[src/design/tccw_pkg.sv]
// Shared constants, codes and types of the text console cell writer.
package tccw_pkg;

    // Screen geometry
    localparam int COLUMNS    = 80;
    localparam int ROWS       = 25;
    localparam int CELL_COUNT = ROWS * COLUMNS;
    localparam int COPY_COUNT = COLUMNS * (ROWS - 1);
    localparam int ADDR_W     = 11;
    localparam int COL_W      = 7;
    localparam int ROW_W      = 5;
    localparam int CELL_W     = 16;
    localparam int CHAR_W     = 8;
    localparam int ATTR_W     = 8;

    // Configuration port
    localparam int CFG_IDX_W  = 2;
    localparam int CFG_DATA_W = 4;
    localparam logic [CFG_IDX_W-1:0] CFG_TEXT_COLOR   = 2'd0;
    localparam logic [CFG_IDX_W-1:0] CFG_BACK_COLOR   = 2'd1;
    localparam logic [CFG_IDX_W-1:0] CFG_BLINK_ENABLE = 2'd2;

    localparam logic [3:0] TEXT_COLOR_RESET = 4'hF;
    localparam logic [2:0] BACK_COLOR_RESET = 3'd0;

    // Request modes
    localparam int MODE_W = 2;
    localparam logic [MODE_W-1:0] MODE_PUT   = 2'd0;
    localparam logic [MODE_W-1:0] MODE_READ  = 2'd1;
    localparam logic [MODE_W-1:0] MODE_CLEAR = 2'd2;

    // Character codes
    localparam logic [CHAR_W-1:0] CH_BS    = 8'd8;
    localparam logic [CHAR_W-1:0] CH_LF    = 8'd10;
    localparam logic [CHAR_W-1:0] CH_CR    = 8'd13;
    localparam logic [CHAR_W-1:0] CH_SPACE = 8'h20;

    localparam logic [CELL_W-1:0] RESET_BLANK = 16'h0F20;

    typedef enum logic [2:0] {
        S_INIT,
        S_IDLE,
        S_READ,
        S_COPY,
        S_FILL,
        S_RESULT
    } seq_state_t;

    typedef struct packed {
        logic              step;
        logic              home;
        logic [CHAR_W-1:0] ch;
    } cur_cmd_t;

    typedef struct packed {
        logic [ADDR_W-1:0] offset;
        logic              wr_en;
        logic [ADDR_W-1:0] wr_addr;
        logic              wr_blank;
        logic              scroll;
    } cur_status_t;

endpackage

[src/design/tccw_if.sv]
// Request, result and configuration channel interfaces.
interface tccw_req_if;
    import tccw_pkg::*;
    logic              valid;
    logic              ready;
    logic [MODE_W-1:0] mode;
    logic [CHAR_W-1:0] char_code;
    logic [ADDR_W-1:0] cell_address;

    modport source (output valid, output mode, output char_code, output cell_address,
                    input ready);
    modport sink   (input valid, input mode, input char_code, input cell_address,
                    output ready);
endinterface

interface tccw_rsp_if;
    import tccw_pkg::*;
    logic              valid;
    logic              ready;
    logic [ADDR_W-1:0] cursor_offset;
    logic [CELL_W-1:0] cell_data;
    logic              scrolled;

    modport source (output valid, output cursor_offset, output cell_data, output scrolled,
                    input ready);
    modport sink   (input valid, input cursor_offset, input cell_data, input scrolled,
                    output ready);
endinterface


[src/design/tccw_seq.sv]
// Request sequencer: cell memory walks, read-modify-write control and result register.
module tccw_seq (
    input  logic                          clk,
    input  logic                          rst_n,
    tccw_req_if.sink                      req,
    tccw_rsp_if.source                    rsp,
    input  logic [tccw_pkg::ATTR_W-1:0]   char_attr,
    input  logic [tccw_pkg::CELL_W-1:0]   fill_cell,
    output tccw_pkg::cur_cmd_t            cur_cmd,
    input  tccw_pkg::cur_status_t         cur_status,
    output logic                          ram_we,
    output logic [tccw_pkg::ADDR_W-1:0]   ram_waddr,
    output logic [tccw_pkg::CELL_W-1:0]   ram_wdata,
    output logic                          ram_re,
    output logic [tccw_pkg::ADDR_W-1:0]   ram_raddr,
    input  logic [tccw_pkg::CELL_W-1:0]   ram_rdata
);
    import tccw_pkg::*;

    localparam logic [ADDR_W-1:0] LAST_CELL = ADDR_W'(CELL_COUNT - 1);
    localparam logic [ADDR_W-1:0] COPY_END  = ADDR_W'(COPY_COUNT);
    localparam logic [ADDR_W-1:0] CELLS_A   = ADDR_W'(CELL_COUNT);
    localparam logic [ADDR_W-1:0] COLS_A    = ADDR_W'(COLUMNS);

    seq_state_t        state_reg, state_next;
    logic [ADDR_W-1:0] cnt_reg, cnt_next;
    logic              pending_reg, pending_next;
    logic              out_valid_reg, out_valid_next;
    logic [CELL_W-1:0] data_reg, data_next;
    logic              scr_reg, scr_next;
    logic [ADDR_W-1:0] out_offset_reg;
    logic [CELL_W-1:0] out_data_reg;
    logic              out_scr_reg;
    logic              load_out;
    logic              accept;

    assign req.ready         = (state_reg == S_IDLE);
    assign accept            = req.valid && req.ready;
    assign rsp.valid         = out_valid_reg;
    assign rsp.cursor_offset = out_offset_reg;
    assign rsp.cell_data     = out_data_reg;
    assign rsp.scrolled      = out_scr_reg;

    always_comb
    begin
        state_next   = state_reg;
        cnt_next     = cnt_reg;
        pending_next = pending_reg;
        data_next    = data_reg;
        scr_next     = scr_reg;
        load_out     = 1'b0;
        cur_cmd.step = 1'b0;
        cur_cmd.home = 1'b0;
        cur_cmd.ch   = req.char_code;
        ram_we       = 1'b0;
        ram_waddr    = cnt_reg;
        ram_wdata    = fill_cell;
        ram_re       = 1'b0;
        ram_raddr    = req.cell_address;

        unique case (state_reg)
            S_INIT:
            begin
                ram_we    = 1'b1;
                ram_wdata = RESET_BLANK;
                if (cnt_reg == LAST_CELL)
                begin
                    cnt_next   = '0;
                    state_next = S_IDLE;
                end
                else
                begin
                    cnt_next = cnt_reg + ADDR_W'(1);
                end
            end
            S_IDLE:
            begin
                if (accept)
                begin
                    data_next = '0;
                    scr_next  = 1'b0;
                    cnt_next  = '0;
                    unique case (req.mode)
                        MODE_PUT:
                        begin
                            cur_cmd.step = 1'b1;
                            ram_we       = cur_status.wr_en;
                            ram_waddr    = cur_status.wr_addr;
                            ram_wdata    = cur_status.wr_blank ? fill_cell
                                                               : {char_attr, req.char_code};
                            scr_next     = cur_status.scroll;
                            pending_next = 1'b0;
                            state_next   = cur_status.scroll ? S_COPY : S_RESULT;
                        end
                        MODE_READ:
                        begin
                            if (req.cell_address < CELLS_A)
                            begin
                                ram_re     = 1'b1;
                                state_next = S_READ;
                            end
                            else
                            begin
                                state_next = S_RESULT;
                            end
                        end
                        MODE_CLEAR:
                        begin
                            cur_cmd.home = 1'b1;
                            state_next   = S_FILL;
                        end
                        default:
                        begin
                            state_next = S_RESULT;
                        end
                    endcase
                end
            end
            S_READ:
            begin
                data_next  = ram_rdata;
                state_next = S_RESULT;
            end
            S_COPY:
            begin
                // write follows read in the next cycle; destination is one row above the source
                if (pending_reg)
                begin
                    ram_we    = 1'b1;
                    ram_waddr = cnt_reg - ADDR_W'(1);
                    ram_wdata = ram_rdata;
                end
                if (cnt_reg == COPY_END)
                begin
                    pending_next = 1'b0;
                    state_next   = S_FILL;
                end
                else
                begin
                    ram_re       = 1'b1;
                    ram_raddr    = cnt_reg + COLS_A;
                    cnt_next     = cnt_reg + ADDR_W'(1);
                    pending_next = 1'b1;
                end
            end
            S_FILL:
            begin
                ram_we = 1'b1;
                if (cnt_reg == LAST_CELL)
                begin
                    state_next = S_RESULT;
                end
                else
                begin
                    cnt_next = cnt_reg + ADDR_W'(1);
                end
            end
            S_RESULT:
            begin
                if (!out_valid_reg || rsp.ready)
                begin
                    load_out   = 1'b1;
                    state_next = S_IDLE;
                end
            end
            default:
            begin
                state_next = S_IDLE;
            end
        endcase
    end

    always_comb
    begin
        out_valid_next = out_valid_reg;
        if (rsp.ready)
        begin
            out_valid_next = 1'b0;
        end
        if (load_out)
        begin
            out_valid_next = 1'b1;
        end
    end

    always_ff @(posedge clk or negedge rst_n)
    begin
        if (!rst_n)
        begin
            state_reg     <= S_INIT;
            cnt_reg       <= '0;
            pending_reg   <= 1'b0;
            out_valid_reg <= 1'b0;
        end
        else
        begin
            state_reg     <= state_next;
            cnt_reg       <= cnt_next;
            pending_reg   <= pending_next;
            out_valid_reg <= out_valid_next;
        end
    end

    always_ff @(posedge clk)
    begin
        data_reg <= data_next;
        scr_reg  <= scr_next;
        if (load_out)
        begin
            out_offset_reg <= cur_status.offset;
            out_data_reg   <= data_reg;
            out_scr_reg    <= scr_reg;
        end
    end

`ifndef NO_ASSERTIONS
    a_no_rw_collision: assert property (@(posedge clk) disable iff (!rst_n)
        (ram_we && ram_re) |-> (ram_waddr != ram_raddr))
        else $error("cell memory read and write hit the same entry");

    a_copy_bound: assert property (@(posedge clk) disable iff (!rst_n)
        (state_reg == S_COPY) |-> (cnt_reg <= COPY_END))
        else $error("scroll copy ran past the last source row");

    a_copy_entry: assert property (@(posedge clk) disable iff (!rst_n)
        $rose(state_reg == S_COPY) |-> ($past(state_reg) == S_IDLE))
        else $error("scroll started outside a put request");

    a_result_source: assert property (@(posedge clk) disable iff (!rst_n)
        $rose(out_valid_reg) |-> ($past(state_reg) == S_RESULT))
        else $error("result register loaded outside the result state");

    a_offset_range: assert property (@(posedge clk) disable iff (!rst_n)
        load_out |-> (cur_status.offset < CELLS_A))
        else $error("cursor offset outside the screen");
`endif

endmodule

[src/flat_wrapper.sv]
// flat-port wrapper written by rule: the top's interface ports become plain ports
module tccw_seq_flat import tccw_pkg::*;
  (clk, rst_n, char_attr, fill_cell, cur_cmd, cur_status, ram_we, ram_waddr, ram_wdata, ram_re, ram_raddr, ram_rdata, req_valid, req_mode, req_char_code, req_cell_address, req_ready, rsp_valid, rsp_cursor_offset, rsp_cell_data, rsp_scrolled, rsp_ready);
  tccw_req_if req_i ();
  tccw_rsp_if rsp_i ();
  input  logic clk;
  input  logic rst_n;
  input  logic [tccw_pkg::ATTR_W-1:0] char_attr;
  input  logic [tccw_pkg::CELL_W-1:0] fill_cell;
  output tccw_pkg::cur_cmd_t cur_cmd;
  input  tccw_pkg::cur_status_t cur_status;
  output logic ram_we;
  output logic [tccw_pkg::ADDR_W-1:0] ram_waddr;
  output logic [tccw_pkg::CELL_W-1:0] ram_wdata;
  output logic ram_re;
  output logic [tccw_pkg::ADDR_W-1:0] ram_raddr;
  input  logic [tccw_pkg::CELL_W-1:0] ram_rdata;
  input wire logic [$bits(req_i.valid)-1:0] req_valid;
  input wire logic [$bits(req_i.mode)-1:0] req_mode;
  input wire logic [$bits(req_i.char_code)-1:0] req_char_code;
  input wire logic [$bits(req_i.cell_address)-1:0] req_cell_address;
  output wire logic [$bits(req_i.ready)-1:0] req_ready;
  output wire logic [$bits(rsp_i.valid)-1:0] rsp_valid;
  output wire logic [$bits(rsp_i.cursor_offset)-1:0] rsp_cursor_offset;
  output wire logic [$bits(rsp_i.cell_data)-1:0] rsp_cell_data;
  output wire logic [$bits(rsp_i.scrolled)-1:0] rsp_scrolled;
  input wire logic [$bits(rsp_i.ready)-1:0] rsp_ready;
  assign req_i.valid = req_valid;
  assign req_i.mode = req_mode;
  assign req_i.char_code = req_char_code;
  assign req_i.cell_address = req_cell_address;
  assign req_ready = req_i.ready;
  assign rsp_valid = rsp_i.valid;
  assign rsp_cursor_offset = rsp_i.cursor_offset;
  assign rsp_cell_data = rsp_i.cell_data;
  assign rsp_scrolled = rsp_i.scrolled;
  assign rsp_i.ready = rsp_ready;
  tccw_seq u_core (.clk(clk), .rst_n(rst_n), .req(req_i), .rsp(rsp_i), .char_attr(char_attr), .fill_cell(fill_cell), .cur_cmd(cur_cmd), .cur_status(cur_status), .ram_we(ram_we), .ram_waddr(ram_waddr), .ram_wdata(ram_wdata), .ram_re(ram_re), .ram_raddr(ram_raddr), .ram_rdata(ram_rdata));
endmodule
[config.mk]
export PLATFORM = sky130hd
export DESIGN_NAME = tccw_seq_flat
export DESIGN_NICKNAME = d
export VERILOG_FILES = /design/src/design/tccw_pkg.sv /design/src/design/tccw_if.sv /design/src/design/tccw_seq.sv /design/src/flat_wrapper.sv
export SDC_FILE = /design/constraint.sdc
export NUM_CORES = 1
export LEC_CHECK = 0
export BUFFER_PORTS_ARGS = -buffer_cell sky130_fd_sc_hd__buf_2
export CORE_ASPECT_RATIO = 0.6
export CORE_UTILIZATION = 42
export CTS_BUF_LIST = sky130_fd_sc_hd__clkbuf_16
export DETAILED_ROUTE_END_ITERATION = 10
export HOLD_SLACK_MARGIN = 0.05
export PLACE_DENSITY = 0.75
export SLEW_MARGIN = 20
export SYNTH_ARGS = -nofsm -noshare
export SYNTH_HDL_FRONTEND = slang
export SYNTH_SLANG_ARGS = --single-unit
[constraint.sdc]
create_clock -name clk -period 5.6 [get_ports clk]
set_clock_uncertainty 0.05 [all_clocks]
set_input_delay 0 -clock clk [delete_from_list [all_inputs] [get_ports clk]]
set_output_delay 0 -clock clk [all_outputs]
set_load 0.005 [all_outputs]
==> summary.md <==
| Metric | Value |
|---|---|
| Ant diodes | `0` |
| # clock sinks | `61` |
| Share of cells above drive strength 1 | `36.0%` |
| CTS tree | `yes` |
| Main synth FF type | `edfxtp_1` |
| Final Critical Period | `3240 ps` |
| Die Area | `0.00936 mm2` |
| Worst R2R Path Depth | `3` |
| Tot Pwr | `2.35 mW` |
| Max cap viols | `0` |
| Via count | `3,758` |
| CP arrival | `3190 ps` |
| Clock-pin slew on the worst setup and hold paths | `60 ps` |
| Pwr dens | `454 mW/mm2` |
| CTS Root Cell | `clkbuf_16` |
| Netlist cell types | `71` |
| Width of the die | `124 um` |
| Largest net degree at the start of global routing | `34` |
| WS Path Type | `flip-flop to output port` |
| Yosys warns | `0` |
| Slew Limit Fails | `0` |
| Clock Latency Late Sink | `320 ps` |
| Area share of the largest cell type after synthesis | `35.9%` |
| Hold Crit Class | `input port to async pin` |
| Longest Clk Path Bufs | `2` |
| Asr flop ratio synth | `26.2%` |
| Reg2reg setup slack | `2540 ps` |
| Status | `completed` |
| Port Buffers | `169` |
| Most common cell after layout, fill and taps aside | `buf_2` |
| Rows | `26` |
| Area grow syn2layout | `37.2%` |
| Most frequent cells in the layout | `buf_2, edfxtp_1, nand2_1, dlygate4sd3_1, nor2_1` |
| Crit path launch | `u_core.state_reg[0]` |
| NumNets Final | `649` |
| First-pass GRT wire length | `17.3 mm` |
| Wirelength, routed | `11.7 mm` |
| CP Launch Type | `flip-flop` |
| DRT iter0 DRCs | `438` |
| Final setup vio count | `0` |
| RR Endpoint | `u_core.data_reg[9]` |
| CP Capture Type | `output port` |
| Synth Net Count | `475` |
| Mean routed wirelength per cell | `17.4 um` |
| Post-Synthesis Cells | `380` |
| #FFs+latches synth | `61` |
| Routed Antenna Nets | `0` |
| Seq/Total Area, Yosys | `46.5%` |
| Worst slew pin tran | `1070 ps` |
| CP required | `5550 ps` |
| Num CTS Buffers | `9` |
| Setup TNS | `0 ps` |
| Synth area leader | `edfxtp_1` |
| Critical R2R Launch | `u_core.state_reg[1]` |
| Critical path fanouts, max | `18` |
| Leakage | `2.36 nW` |
| IO Pins | `170` |
| DR vias/cell | `5.60` |
| DRC | `0` |
| Tcrit/Tclk final | `57.9%` |
| RSZ-0062 raised after global routing | `false` |
| H-tree Lvls | `3` |
| Placer Congestion | `0.898` |
| Final Hold Fails | `0` |
| Slew HR | `28.6%` |
| Dpl hpwl | `8.17 mm` |
| Core Region | `0.00859 mm2` |
| Total global routing overflow | `0` |
| DRT Pass-1 Iters | `6` |
| Vias in the first global route | `3,317` |
| Area contributors post-synth | `edfxtp_1, dfrtp_1, nand2_1` |
| Initial Util | `43.8%` |
| Total GRT Usage | `24.0%` |
| Antenna violations before repair | `0` |
| Fmax | `0.308 GHz` |
| Cell Area, Synth | `0.00376 mm2` |
| Worst VDD drop | `0.000238 V` |
| Syn Area/Cell | `9.91 um2` |
| Number of synthesized flops with an enable pin | `45` |
| Chip height | `75.3 um` |
## cell families after synthesis
logic type / count (synthesis) / share of synthesized area [%]
simple gates: 138 / 19.5
compound gates: 100 / 20.1
flops: 61 / 46.5
buf+inv: 58 / 7.31
mux: 13 / 3.72
xor+xnor: 5 / 1.16
fa+ha+maj: 5 / 1.66
## layer usage
metal	vias up	track usage, %	part of all wire [%]
met3	16	4.49	8.3
met4	0	5.76	0.93
met2	220	36.7	45
li1	1754	-	-
met5	-	0	0
met1	1768	35.5	45
## worst max-delay path, cell delays in order, from the launching register on
cell	delay (ps)
dfrtp_1	640
nor2b_1	910
nand2_1	260
a21oi_4	550
mux2_1	380
buf_2	130
## stage by stage
stage | hold slack (ps) | setup WS [ps] | cells | utilization [%] | instance area (um2)
floorplan | -346 | 2780 | 380 | - | 3760
global placement | -99.5 | 2760 | 625 | 53.2 | 4570
detailed placement | -92.0 | 2580 | 625 | 53.2 | 4570
CTS | 92.7 | 2410 | 671 | 60.1 | 5160
global route | 120 | 2160 | 671 | 60.1 | 5160
finish | 92.4 | 2360 | 671 | 60.1 | 5160
## where the power goes
| part | internal [mW] | switching (mW) | total (mW) |
|---|---|---|---|
| logic | 0.424 | 0.557 | 0.981 |
| registers | 0.654 | 0.165 | 0.818 |
| clock network | 0.345 | 0.203 | 0.548 |
## how the worst max path moves through the flow
| stage | to | slack, ps | cells past startpoint |
|---|---|---|---|
| 3_3_place_gp | u_core.data_reg[0] | 2760 | 3 |
| 5_1_grt | ram_raddr[0] | 2160 | 5 |
| 6_report | ram_raddr[0] | 2360 | 5 |
| 3_5_place_dp | u_core.data_reg[4] | 2580 | 3 |
| 2_1_floorplan | u_core.rsp.cell_data[0] | 2780 | 4 |
| 4_1_cts | ram_raddr[0] | 2410 | 5 |
## final cells by class
type                       instances  area, um2
clock buffer                       9        225
clock inverter                     7       73.8
fill                             721       3420
inverter                          21       78.8
multi-input combinational        261       1740
sequential                        61       1750
tap                              112        140
timing repair buffer             200       1150
## cells in the mapped netlist (3+ instances only)
cell type / number
o22ai_1: 4
or2_1: 3
a222oi_1: 9
edfxtp_1: 45
nor3_1: 6
o21ai_0: 5
buf_1: 3
a21oi_1: 18
xnor2_1: 3
clkbuf_1: 15
nor2b_1: 6
nand2_1: 43
o21bai_1: 3
a32oi_1: 3
a221o_1: 8
a22o_1: 5
and3_1: 4
o21ai_1: 10
nor2_1: 25
a2bb2oi_1: 3
a31oi_1: 3
inv_1: 18
mux2i_1: 5
nand2b_1: 3
ha_1: 5
nand3_1: 10
nand4_1: 5
dfrtp_1: 16
buf_2: 7
mux2_1: 8
buf_4: 11
inv_2: 3
o22a_1: 3
and2_1: 19
## what timing repair did
| action | 4_1_cts | 5_1_grt |
|---|---|---|
| hold buffers | 30 | 0 |
| endpoints found under the hold margin | 45 | 0 |
| resized for setup | 0 | 0 |
| buffers inserted | 0 | 0 |
(Power assumes the default switching activity.)
