`config.mk`:
```
export PLATFORM = sky130hd
export DESIGN_NAME = tccw_cursor
export DESIGN_NICKNAME = d
export VERILOG_FILES = /design/src/design/tccw_pkg.sv /design/src/design/tccw_cursor.sv
export SDC_FILE = /design/constraint.sdc
export NUM_CORES = 1
export LEC_CHECK = 0
export ABC_AREA = 1
export BUFFER_PORTS_ARGS = -buffer_cell sky130_fd_sc_hd__buf_2
export CAP_MARGIN = 20
export CORE_ASPECT_RATIO = 1.2
export CORE_MARGIN = 2
export CORE_UTILIZATION = 62
export DETAILED_ROUTE_END_ITERATION = 12
export HOLD_SLACK_MARGIN = 0.05
export PLACE_DENSITY_LB_ADDON = 0.05
export SYNTH_ARGS = -nofsm -noshare
export SYNTH_HDL_FRONTEND = slang
export SYNTH_SLANG_ARGS = --single-unit
```
`constraint.sdc`:
```
create_clock -name clk -period 7.27 [get_ports clk]
set_input_delay 0.3635 -clock clk [delete_from_list [all_inputs] [get_ports clk]]
set_output_delay 0.3635 -clock clk [all_outputs]
set_load 0.01 [all_outputs]
```
`src/design/tccw_pkg.sv`:
```
// Shared constants, codes and types of the text console cell writer.
package tccw_pkg;

    // Screen geometry
    localparam int COLUMNS    = 80;
    localparam int ROWS       = 25;
    localparam int CELL_COUNT = ROWS * COLUMNS;
    localparam int COPY_COUNT = COLUMNS * (ROWS - 1);
    localparam int ADDR_W     = 11;
    localparam int COL_W      = 7;
    localparam int ROW_W      = 5;
    localparam int CELL_W     = 16;
    localparam int CHAR_W     = 8;
    localparam int ATTR_W     = 8;

    // Configuration port
    localparam int CFG_IDX_W  = 2;
    localparam int CFG_DATA_W = 4;
    localparam logic [CFG_IDX_W-1:0] CFG_TEXT_COLOR   = 2'd0;
    localparam logic [CFG_IDX_W-1:0] CFG_BACK_COLOR   = 2'd1;
    localparam logic [CFG_IDX_W-1:0] CFG_BLINK_ENABLE = 2'd2;

    localparam logic [3:0] TEXT_COLOR_RESET = 4'hF;
    localparam logic [2:0] BACK_COLOR_RESET = 3'd0;

    // Request modes
    localparam int MODE_W = 2;
    localparam logic [MODE_W-1:0] MODE_PUT   = 2'd0;
    localparam logic [MODE_W-1:0] MODE_READ  = 2'd1;
    localparam logic [MODE_W-1:0] MODE_CLEAR = 2'd2;

    // Character codes
    localparam logic [CHAR_W-1:0] CH_BS    = 8'd8;
    localparam logic [CHAR_W-1:0] CH_LF    = 8'd10;
    localparam logic [CHAR_W-1:0] CH_CR    = 8'd13;
    localparam logic [CHAR_W-1:0] CH_SPACE = 8'h20;

    localparam logic [CELL_W-1:0] RESET_BLANK = 16'h0F20;

    typedef enum logic [2:0] {
        S_INIT,
        S_IDLE,
        S_READ,
        S_COPY,
        S_FILL,
        S_RESULT
    } seq_state_t;

    typedef struct packed {
        logic              step;
        logic              home;
        logic [CHAR_W-1:0] ch;
    } cur_cmd_t;

    typedef struct packed {
        logic [ADDR_W-1:0] offset;
        logic              wr_en;
        logic [ADDR_W-1:0] wr_addr;
        logic              wr_blank;
        logic              scroll;
    } cur_status_t;

endpackage

```
`src/design/tccw_cursor.sv`:
```
// Cursor registers and the per-character cursor and cell-write decision.
module tccw_cursor (
    input  logic                  clk,
    input  logic                  rst_n,
    input  tccw_pkg::cur_cmd_t    cmd,
    output tccw_pkg::cur_status_t status
);
    import tccw_pkg::*;

    localparam logic [COL_W-1:0]  COL_LAST = COL_W'(COLUMNS - 1);
    localparam logic [ROW_W-1:0]  ROW_LAST = ROW_W'(ROWS - 1);
    localparam logic [ADDR_W-1:0] COLS_A   = ADDR_W'(COLUMNS);

    logic [COL_W-1:0]  col_reg, col_next;
    logic [ROW_W-1:0]  row_reg, row_next;
    logic [ADDR_W-1:0] lin;
    logic              advance;

    assign lin = ADDR_W'(row_reg) * COLS_A + ADDR_W'(col_reg);

    always_comb
    begin
        col_next        = col_reg;
        row_next        = row_reg;
        advance         = 1'b0;
        status.offset   = lin;
        status.wr_en    = 1'b0;
        status.wr_addr  = lin;
        status.wr_blank = 1'b0;
        status.scroll   = 1'b0;

        if (cmd.ch == CH_CR)
        begin
            col_next = '0;
        end
        else if (cmd.ch == CH_LF)
        begin
            col_next = '0;
            advance  = 1'b1;
        end
        else if (cmd.ch == CH_BS)
        begin
            status.wr_en    = 1'b1;
            status.wr_blank = 1'b1;
            status.wr_addr  = (lin == '0) ? '0 : lin - ADDR_W'(1);
            if (col_reg != '0)
            begin
                col_next = col_reg - COL_W'(1);
            end
            else if (row_reg != '0)
            begin
                row_next = row_reg - ROW_W'(1);
                col_next = COL_LAST;
            end
        end
        else if (cmd.ch >= CH_SPACE)
        begin
            status.wr_en = 1'b1;
            if (col_reg == COL_LAST)
            begin
                col_next = '0;
                advance  = 1'b1;
            end
            else
            begin
                col_next = col_reg + COL_W'(1);
            end
        end

        // stepping past the bottom row keeps the cursor there and scrolls
        if (advance)
        begin
            if (row_reg == ROW_LAST)
            begin
                status.scroll = 1'b1;
            end
            else
            begin
                row_next = row_reg + ROW_W'(1);
            end
        end
    end

    always_ff @(posedge clk or negedge rst_n)
    begin
        if (!rst_n)
        begin
            col_reg <= '0;
            row_reg <= '0;
        end
        else if (cmd.home)
        begin
            col_reg <= '0;
            row_reg <= '0;
        end
        else if (cmd.step)
        begin
            col_reg <= col_next;
            row_reg <= row_next;
        end
    end

endmodule

```
==> results by group, run 1 <==
STA
  – Setup ws final: 4.095 ns
  – Slew @ Worst Pin: roughly 0.44 ns
  – Max Clock Skew: around 0.0023 ns
  – Slew headroom: 0.7046
  – Count of final setup violators: 0
  – Setup TNS: 0 ns
  – Final hold viol count: 0
  – RSZ-0062 raised after global routing: false
  – Final Critical Period: between 3 and 4 ns
  – Final period util: 0.4368
  – F_max: 314.9 MHz
  – Slew Limit Fails: 0

Logic synthesis
  – Synthesized instance count: ~340
  – Most numerous cell in the Yosys netlist: nand2_1
  – Synth Flop Type: dfrtp_1
  – Syn. warnings: 0
  – Synth top area cells: nand2_1 (20%), dfrtp_1 (14%), nand3_1 (8.7%)
  – Syn_area_per_cell: approximately 6.2 sq um
  – Post-synthesis cell type count: 35
  – Register area share after synthesis: 0.1442
  – FFs w/ async S/R, synth: 1.000
  – Biggest area consumer among synthesized cells: nand2_1
  – List of most frequent post-synthesis cells: nand2_1 (111), inv_1 (48), nand3_1 (36), nor2_1 (22), ha_1 (14)
  – Syn nets: between 300 and 400
  – Post-synth EDFFs: 0
  – Cell Area, Synth: about 0.0021 sq mm
  – FF+latch count, synth: 12
  – Post-synth top area share: 0.2001

GRT
  – Vias in the first global route: ~1800
  – First-pass GRT wire length: 7527 um
  – GRT Overall Usage: 0.2426
  – Grt total ovfl: 0
  – Largest net degree at the start of global routing: 18
  – Antenna violations before repair: 0

Placement
  – DP Worst Slack: 4.345 ns
  – Detailed Place HPWL: about 3500 um
  – IO buf count: 36
  – RePlAce Congestion: about 0.87

Clocking
  – Clock sink count: 12
  – H-tree depth: 1
  – Max Root-Sink Buffers: 2
  – TritonCTS clock tree: done
  – Reg clk slew, reported paths: 0.06 ns
  – Worst skew pair latency: approximately 0.24 ns
  – Root buf cell: clkbuf_8
  – CTS Buf Count: 3

Routing
  – Via Count: roughly 2100
  – 1st-iter DRT viols: 86
  – Drt first pass iters: 4
  – DR DRC count: 0
  – Post-DRT Antenna Nets: 0
  – Via density: 5.089
  – Routed wire length: 4342 um
  – WL/cell: between 10 and 15 um

Pwr
  – Power per cell area: between 100 and 150 mW/mm^2
  – Max VDD drop: 0.1400 mV
  – Leakage power: around 1.5 nW

Floorplan
  – Core area: between 0.003 and 0.004 sq mm
  – Chip width: 56.90 um
  – Die ar.: approximately 0.0038 sq mm
  – Die H: 67.48 um
  – I/O Pins: 37
  – Row cnt: 23
  – Initial Utilization: 0.6346

Setup path
  – WP data required: between 6 and 7 ns
  – Crit Path Max Fanout: 9
  – Crit end category: output pin
  – R2r setup slk: approximately 5.5 ns
  – Worst r2r src: col_reg[0]$_DFFE_PN0P_
  – Startpoint Class: flip-flop
  – CP arrival: about 2.8 ns
  – Most frequent CP cell: nand2_1
  – CP cell instances: ha_1 > ha_1 > fa_1 > nand2_1 > inv_1 > nand4_1 > nand3_1 > nand2_2 > nor2_4 > nand3_2 > nand2_1 > nand2_1 > buf_2
  – Top delay family on crit path: adder cells
  – Path depth of the worst reg2reg path: 10
  – CP max-delay cell: fa_1
  – R2r endpoint: col_reg[3]$_DFFE_PN0P_
  – CP Class: flip-flop to output pin
  – CP bufs+invs: 2
  – Stages on the worst setup path: 13
  – CP max stage delay: between 0.5 and 0.6 ns

Flow run
  – Max-Cap Viols: 0

Finish
  – Synth-to-layout area growth: 10.94%
  – Number of flip-flops under the largest register name: 7
  – NumNets Final: roughly 400
  – Share of layout cells above drive strength 1: 0.2222
  – Ant. Diodes: 0
  – Fillcell total: 326

Min path
  – Hold depth: 3
  – Hold path start: cmd[9]
  – Hold endpoint: row_reg[0]$_DFFE_PN0P_
  – Hold Path Class: primary input to flip-flop

Status
  – Status: finished clean
## layout by cell type (no fill, tap or decap), drive strengths merged
master / n
nor3: 1
o21ai: 13
nand3: 41
a21oi: 6
nand4: 5
nor2: 37
nand3b: 2
fa: 2
buf: 36
a31oi: 1
clkinv: 1
dlygate4sd3: 1
xor2: 9
nand2: 122
clkbuf: 4
dfrtp: 12
xnor2: 3
ha: 14
inv: 55
a21boi: 1
o211ai: 1
or2: 2
## area by class of cell
cell class	instances	area, sq um	area share
tap	37	46.29	0.02004
inverter	56	214.0	0.09263
timing repair buffer	37	190.2	0.08234
sequential	12	300.3	0.1300
multi-input combinational	260	1504	0.6511
clock buffer	4	55.05	0.02384
## report_power, final
part	internal [mW]	switching (mW)
Clock	0.0479	0.0263
Combinational	0.0340	0.0568
Sequential	0.0695	0.00714
Total	0.151	0.0902
## worst max-delay path by stage
stage                           startpoint        end  slack, ns
detailed placement  row_reg[1]$_DFFE_PN0P_  status[5]       4.35
floorplan           row_reg[1]$_DFFE_PN0P_  status[2]       4.61
global placement    row_reg[1]$_DFFE_PN0P_  status[4]       4.43
global route        row_reg[1]$_DFFE_PN0P_  status[5]       3.89
finish              row_reg[1]$_DFFE_PN0P_  status[5]       4.09
CTS                 row_reg[1]$_DFFE_PN0P_  status[5]       4.08
## routing by layer
layer	wire length [um]	up-vias	global-route usage
li1	-	1115	-
met1	1966	903	0.2960
met2	2162	42	0.4411
met3	167	6	0.03831
met4	46	0	0.06686
met5	0	-	0
## tightest hold or removal path, cell delays in order
cell,delay [ns]
buf_2,0.10
a21oi_1,0.06
nor2_1,0.09
## kinds of logic (layout without fill, tap and decap cells)
logic type	count (synthesis)	in the layout	share of synthesized area
and+or+nand+nor	210	210	0.5090
DFF	12	12	0.1442
AOI/OAI and AO/OA	22	22	0.05589
adders and majority gates	16	16	0.1034
xor gates and xnor gates	12	12	0.05409
buffers and inverters	65	97	0.1334
## metrics by stage
| stage | utilization | total power, mW | area (sq um) | hold slack, ns | cells |
|---|---|---|---|---|---|
| final | 0.7040 | 0.2416 | 2310 | 0.4097 | 406 |
| after global routing | 0.7040 | 0.2605 | 2310 | 0.4732 | 406 |
| after CTS | 0.7040 | 0.2434 | 2310 | 0.4128 | 406 |
| after detailed placement | 0.6842 | 0.1679 | 2245 | 0.2611 | 401 |
| after global placement | 0.6842 | 0.1663 | 2245 | 0.2590 | 401 |
| after floorplan | - | 0.1498 | 2082 | 0.06791 | 337 |
## what timing repair did
action / CTS / global route
hold buffers: 1 / 0
gates resized for setup: 0 / 0
endpoints found under the hold margin: 12 / 0
buffers inserted: 0 / 0
Power figures use the tool's default switching activity.
==> run 2: changes to the inputs <==
CORE_UTILIZATION = 57   (was 62)
clock period = 2.96 ns   (was 7.27 ns; I/O delays follow)
==> results by group, run 2 (same netlist as run 1, synthesis figures left out) <==
STA
  – Final hold viol count: 0
  – F_max: 356.0 MHz
  – Final period util: 0.9489
  – Setup TNS: 0 ns
  – Slew Limit Fails: 0
  – Max Clock Skew: approximately 0.0029 ns
  – Final Critical Period: 2.809 ns
  – Slew headroom: 0.7115
  – Setup ws final: approximately 0.15 ns
  – RSZ-0062 raised after global routing: false
  – Slew @ Worst Pin: around 0.43 ns
  – Count of final setup violators: 0
  – Hold WS: approximately 0.20 ns

Routing
  – Routed wire length: between 4000 and 5000 um
  – Post-DRT Antenna Nets: 0
  – DR DRC count: 0
  – Via density: between 5 and 6
  – Via Count: ~2100
  – Drt first pass iters: 4
  – WL/cell: 10.88 um
  – 1st-iter DRT viols: 92

Finish
  – Core Util, Final: 0.6558
  – Ant. Diodes: 0
  – NumNets Final: about 400
  – Synth-to-layout area growth: 12.56%
  – Commonest non-fill, non-tap cell in the layout: nand2_1
  – Share of layout cells above drive strength 1: 0.2332
  – Number of flip-flops under the largest register name: 7
  – Most frequent cells in the layout: nand2_1 (111), inv_1 (48), nand3_1 (36), buf_2 (36), nor2_1 (22)

Pwr
  – Max VDD drop: 0.2308 mV
  – Power per cell area: ~250 mW/mm^2
  – Leakage power: about 1.5 nW
  – Total chip power: 0.5968 mW

Setup path
  – Startpoint Class: flip-flop
  – Crit Path Max Fanout: 4
  – Crit end category: output pin
  – CP arrival: 2.66 ns
  – CP startpoint: row_reg[1]$_DFFE_PN0P_
  – CP Class: flip-flop to output pin
  – Worst r2r src: col_reg[0]$_DFFE_PN0P_
  – WP data required: ~2.8 ns

Placement
  – Detailed Place HPWL: ~3700 um
  – IO buf count: 36
  – DP Worst Slack: 0.2917 ns
  – RePlAce Congestion: 0.8786

GRT
  – Grt total ovfl: 0
  – Vias in the first global route: between 1500 and 2000
  – Largest net degree at the start of global routing: 18
  – GRT Overall Usage: 0.2413
  – Antenna violations before repair: 0
  – First-pass GRT wire length: 7948 um

Clocking
  – H-tree depth: 1
  – Root buf cell: clkbuf_8
  – Max Root-Sink Buffers: 2
  – CTS Buf Count: 3
  – Reg clk slew, reported paths: about 0.06 ns
  – Worst skew pair latency: ~0.25 ns
  – TritonCTS clock tree: done
  – Clock sink count: 12

Floorplan
  – Die ar.: about 0.0042 sq mm
  – Chip width: 59.17 um
  – Row cnt: 24
  – Die H: between 70 and 80 um
  – Initial Utilization: 0.5826
  – I/O Pins: 37
  – Core area: 0.003573 sq mm

Flow run
  – Max-Cap Viols: 0

Min path
  – Hold path start: cmd[9]
  – Hold Path Class: primary input to flip-flop

Status
  – Status: finished clean
## run 2: timing repair
| item | 4_1_cts | 5_1_grt |
|---|---|---|
| setup buffers | 0 | 1 |
| hold endpoints to repair | 12 | 0 |
| setup endpoints to repair | 0 | 10 |
| hold buffers | 1 | 0 |
| gates resized for setup | 0 | 1 |
## run 2: through the flow
step                      area [sq um]  cells
final                             2344    412
after global routing              2344    412
after CTS                         2335    411
after detailed placement          2270    406
after global placement            2270    406
after floorplan                   2082    337
## run 2: worst max-delay path, stage by stage (launching register included)
cell	delay [ns]
dfrtp_1	0.39
ha_1	0.30
ha_1	0.22
fa_1	0.38
xor2_1	0.26
nand3_1	0.15
inv_1	0.08
nand2_1	0.04
nand2_1	0.17
nand3_2	0.15
nand2_1	0.09
nand2_1	0.05
buf_2	0.13
## run 2: path summary, 6_finish.rpt
check                                               to  slack, ns  cells after the start
worst max-delay path                         status[4]       0.15                     12
worst min-delay path            row_reg[0]$_DFFE_PN0P_       0.20                      3
worst max register to register  row_reg[2]$_DFFE_PN0P_       1.15                     11
worst min register to register  col_reg[6]$_DFFE_PN0P_       0.61                      2
max in group asynchronous       row_reg[3]$_DFFE_PN0P_       2.39                      2
min in group asynchronous       row_reg[0]$_DFFE_PN0P_       0.33                      2
## run 2: layer usage
layer | vias up | track usage | wire [um] | part of all wire
met2 | 54 | 0.4284 | 2254 | 0.50
li1 | 1114 | - | - | -
met4 | 0 | 0.07071 | 75 | 0.017
met5 | - | 0 | 0 | 0
met1 | 926 | 0.2943 | 2009 | 0.45
met3 | 10 | 0.03148 | 145 | 0.032
## run 2: area by class of cell
class                      instances  area, sq um
sequential                        12        301.5
tap                               39        48.80
fill                             349         1230
multi-input combinational        260         1504
inverter                          56        214.0
clock buffer                       4        55.05
timing repair buffer              41        220.2
## run 2: power by group
part | leakage (nW) | switching, mW | internal, mW
clock | 0.0288 | 0.0669 | 0.118
sequential | 0.164 | 0.0164 | 0.171
combinational | 1.29 | 0.141 | 0.0839
total | 1.48 | 0.224 | 0.372
==> run 3: changes to the inputs <==
PLACE_DENSITY = 0.79   (was default)
PLACE_DENSITY_LB_ADDON = default   (was 0.05)
==> results by group, run 3 (same netlist as run 1, synthesis figures left out) <==
Setup path
  – Path depth of the worst reg2reg path: 11
  – CP cell instances: ha_4 > ha_4 > fa_1 > nand2_1 > inv_1 > nand4_1 > nand3_1 > nand2_2 > nor2_4 > nand3_2 > nand2_1 > nand2_1 > buf_2
  – R2r endpoint: row_reg[3]$_DFFE_PN0P_
  – Crit path to: status[4]
  – CP Class: flip-flop to output pin
  – CP max stage delay: 0.56 ns
  – Most frequent CP cell: nand2_1
  – Worst r2r src: col_reg[0]$_DFFE_PN0P_
  – Crit end category: output pin
  – Startpoint Class: flip-flop
  – CP max-delay cell: fa_1
  – CP bufs+invs: 2
  – Top delay family on crit path: adder cells
  – Stages on the worst setup path: 13
  – WP data required: 2.81 ns
  – Crit Path Max Fanout: 4
  – R2r setup slk: around 1.1 ns
  – CP startpoint: row_reg[1]$_DFFE_PN0P_
  – CP arrival: 2.60 ns

Pwr
  – Power per cell area: approximately 250 mW/mm^2
  – Total chip power: between 0.5 and 0.6 mW
  – Leakage power: 1.487 nW
  – Max VDD drop: about 0.14 mV

STA
  – Final hold viol count: 0
  – Final Critical Period: ~2.8 ns
  – Count of final setup violators: 0
  – Slew Limit Fails: 0
  – F_max: 363.5 MHz
  – Slew @ Worst Pin: 0.4185 ns
  – Setup ws final: around 0.21 ns
  – Slew headroom: 0.7200
  – Hold WS: ~0.2 ns
  – Setup TNS: 0 ns
  – RSZ-0062 raised after global routing: false
  – Max Clock Skew: roughly 0.0015 ns
  – Final period util: 0.9293

Clocking
  – Reg clk slew, reported paths: ~0.060 ns
  – Worst skew pair latency: about 0.24 ns
  – Max Root-Sink Buffers: 2
  – TritonCTS clock tree: done
  – H-tree depth: 1
  – Root buf cell: clkbuf_8
  – CTS Buf Count: 3
  – Clock sink count: 12

Finish
  – Synth-to-layout area growth: 14.84%
  – Share of layout cells above drive strength 1: 0.2453
  – NumNets Final: around 400
  – Commonest non-fill, non-tap cell in the layout: nand2_1
  – Most frequent cells in the layout: nand2_1 (111), inv_1 (48), nand3_1 (36), buf_2 (36), nor2_1 (22)
  – Ant. Diodes: 0
  – Number of flip-flops under the largest register name: 7
  – Core Util, Final: 0.6691

Flow run
  – Max-Cap Viols: 0

Routing
  – DR DRC count: 0
  – 1st-iter DRT viols: slightly above 90
  – Drt first pass iters: 4
  – Via Count: between 2000 and 2500
  – Routed wire length: between 4000 and 5000 um
  – WL/cell: between 10 and 15 um
  – Via density: 5.181
  – Post-DRT Antenna Nets: 0

Min path
  – Hold Path Class: primary input to flip-flop

Floorplan
  – Die H: 70.21 um
  – Row cnt: 24
  – Chip width: roughly 59 um
  – Die ar.: between 0.004 and 0.005 sq mm
  – Initial Utilization: 0.5826
  – Core area: between 0.003 and 0.004 sq mm
  – I/O Pins: 37

GRT
  – GRT Overall Usage: 0.2438
  – Grt total ovfl: 0
  – Antenna violations before repair: 0
  – Vias in the first global route: 2000
  – First-pass GRT wire length: around 8200 um
  – Largest net degree at the start of global routing: 18

Status
  – Status: finished clean

Placement
  – RePlAce Congestion: between 0.8 and 0.9
  – Detailed Place HPWL: 3733 um
  – DP Worst Slack: 0.3026 ns
  – IO buf count: 36
==> run 3: cell types whose count changed in the layout (fill, tap and decap cells not counted), sizes merged <==
cell / previous run / this run
buf: 40 / 42
==> run 3: cell type report <==
cell class	count	area, sq um
Clock buffer	4	55.05
Fill cell	335	1182
Inverter	56	214.0
Multi-Input combinational cell	260	1536
Sequential cell	12	301.5
Tap cell	39	48.80
Timing Repair Buffer	43	235.2
==> run 3: where the power goes <==
part	switching, mW	total, mW	internal, mW
sequential	0.0170	0.188	0.171
combinational	0.139	0.223	0.0836
clock	0.0653	0.183	0.118
==> run 3: stage by stage <==
step | cell area [sq um] | instances
finish | 2391 | 414
global route | 2391 | 414
CTS | 2342 | 412
detailed placement | 2277 | 407
global placement | 2277 | 407
floorplan | 2082 | 337
==> run 3: repair_timing <==
| item | 4_1_cts | 5_1_grt |
|---|---|---|
| buffers inserted | 0 | 2 |
| gates resized for setup | 0 | 5 |
| hold buffers | 1 | 0 |
| endpoints found under the setup margin | 0 | 11 |
| endpoints found under the hold margin | 12 | 0 |
==> run 3: how the worst min path moves through the flow <==
stage,slack [ns],start,endpoint,cells after the start
floorplan,-0.15,rst_n,col_reg[0]$_DFFE_PN0P_,0
global placement,0.04,rst_n,row_reg[1]$_DFFE_PN0P_,1
detailed placement,0.05,rst_n,row_reg[1]$_DFFE_PN0P_,1
CTS,0.20,cmd[9],row_reg[0]$_DFFE_PN0P_,3
global route,0.22,cmd[9],row_reg[0]$_DFFE_PN0P_,4
finish,0.20,cmd[9],row_reg[0]$_DFFE_PN0P_,3
==> run 3: routing by layer <==
| layer | up-vias | global-route usage | routed length [um] |
|---|---|---|---|
| li1 | 1120 | - | - |
| met1 | 941 | 0.3086 | 1900 |
| met2 | 68 | 0.4198 | 2386 |
| met3 | 16 | 0.01481 | 207 |
| met4 | 0 | 0.09848 | 140 |
| met5 | - | 0 | 0 |
==> run 3: worst min-delay path, stage by stage <==
cell and delay (ns):
buf_2 0.10, a21oi_1 0.06, nor2_1 0.09
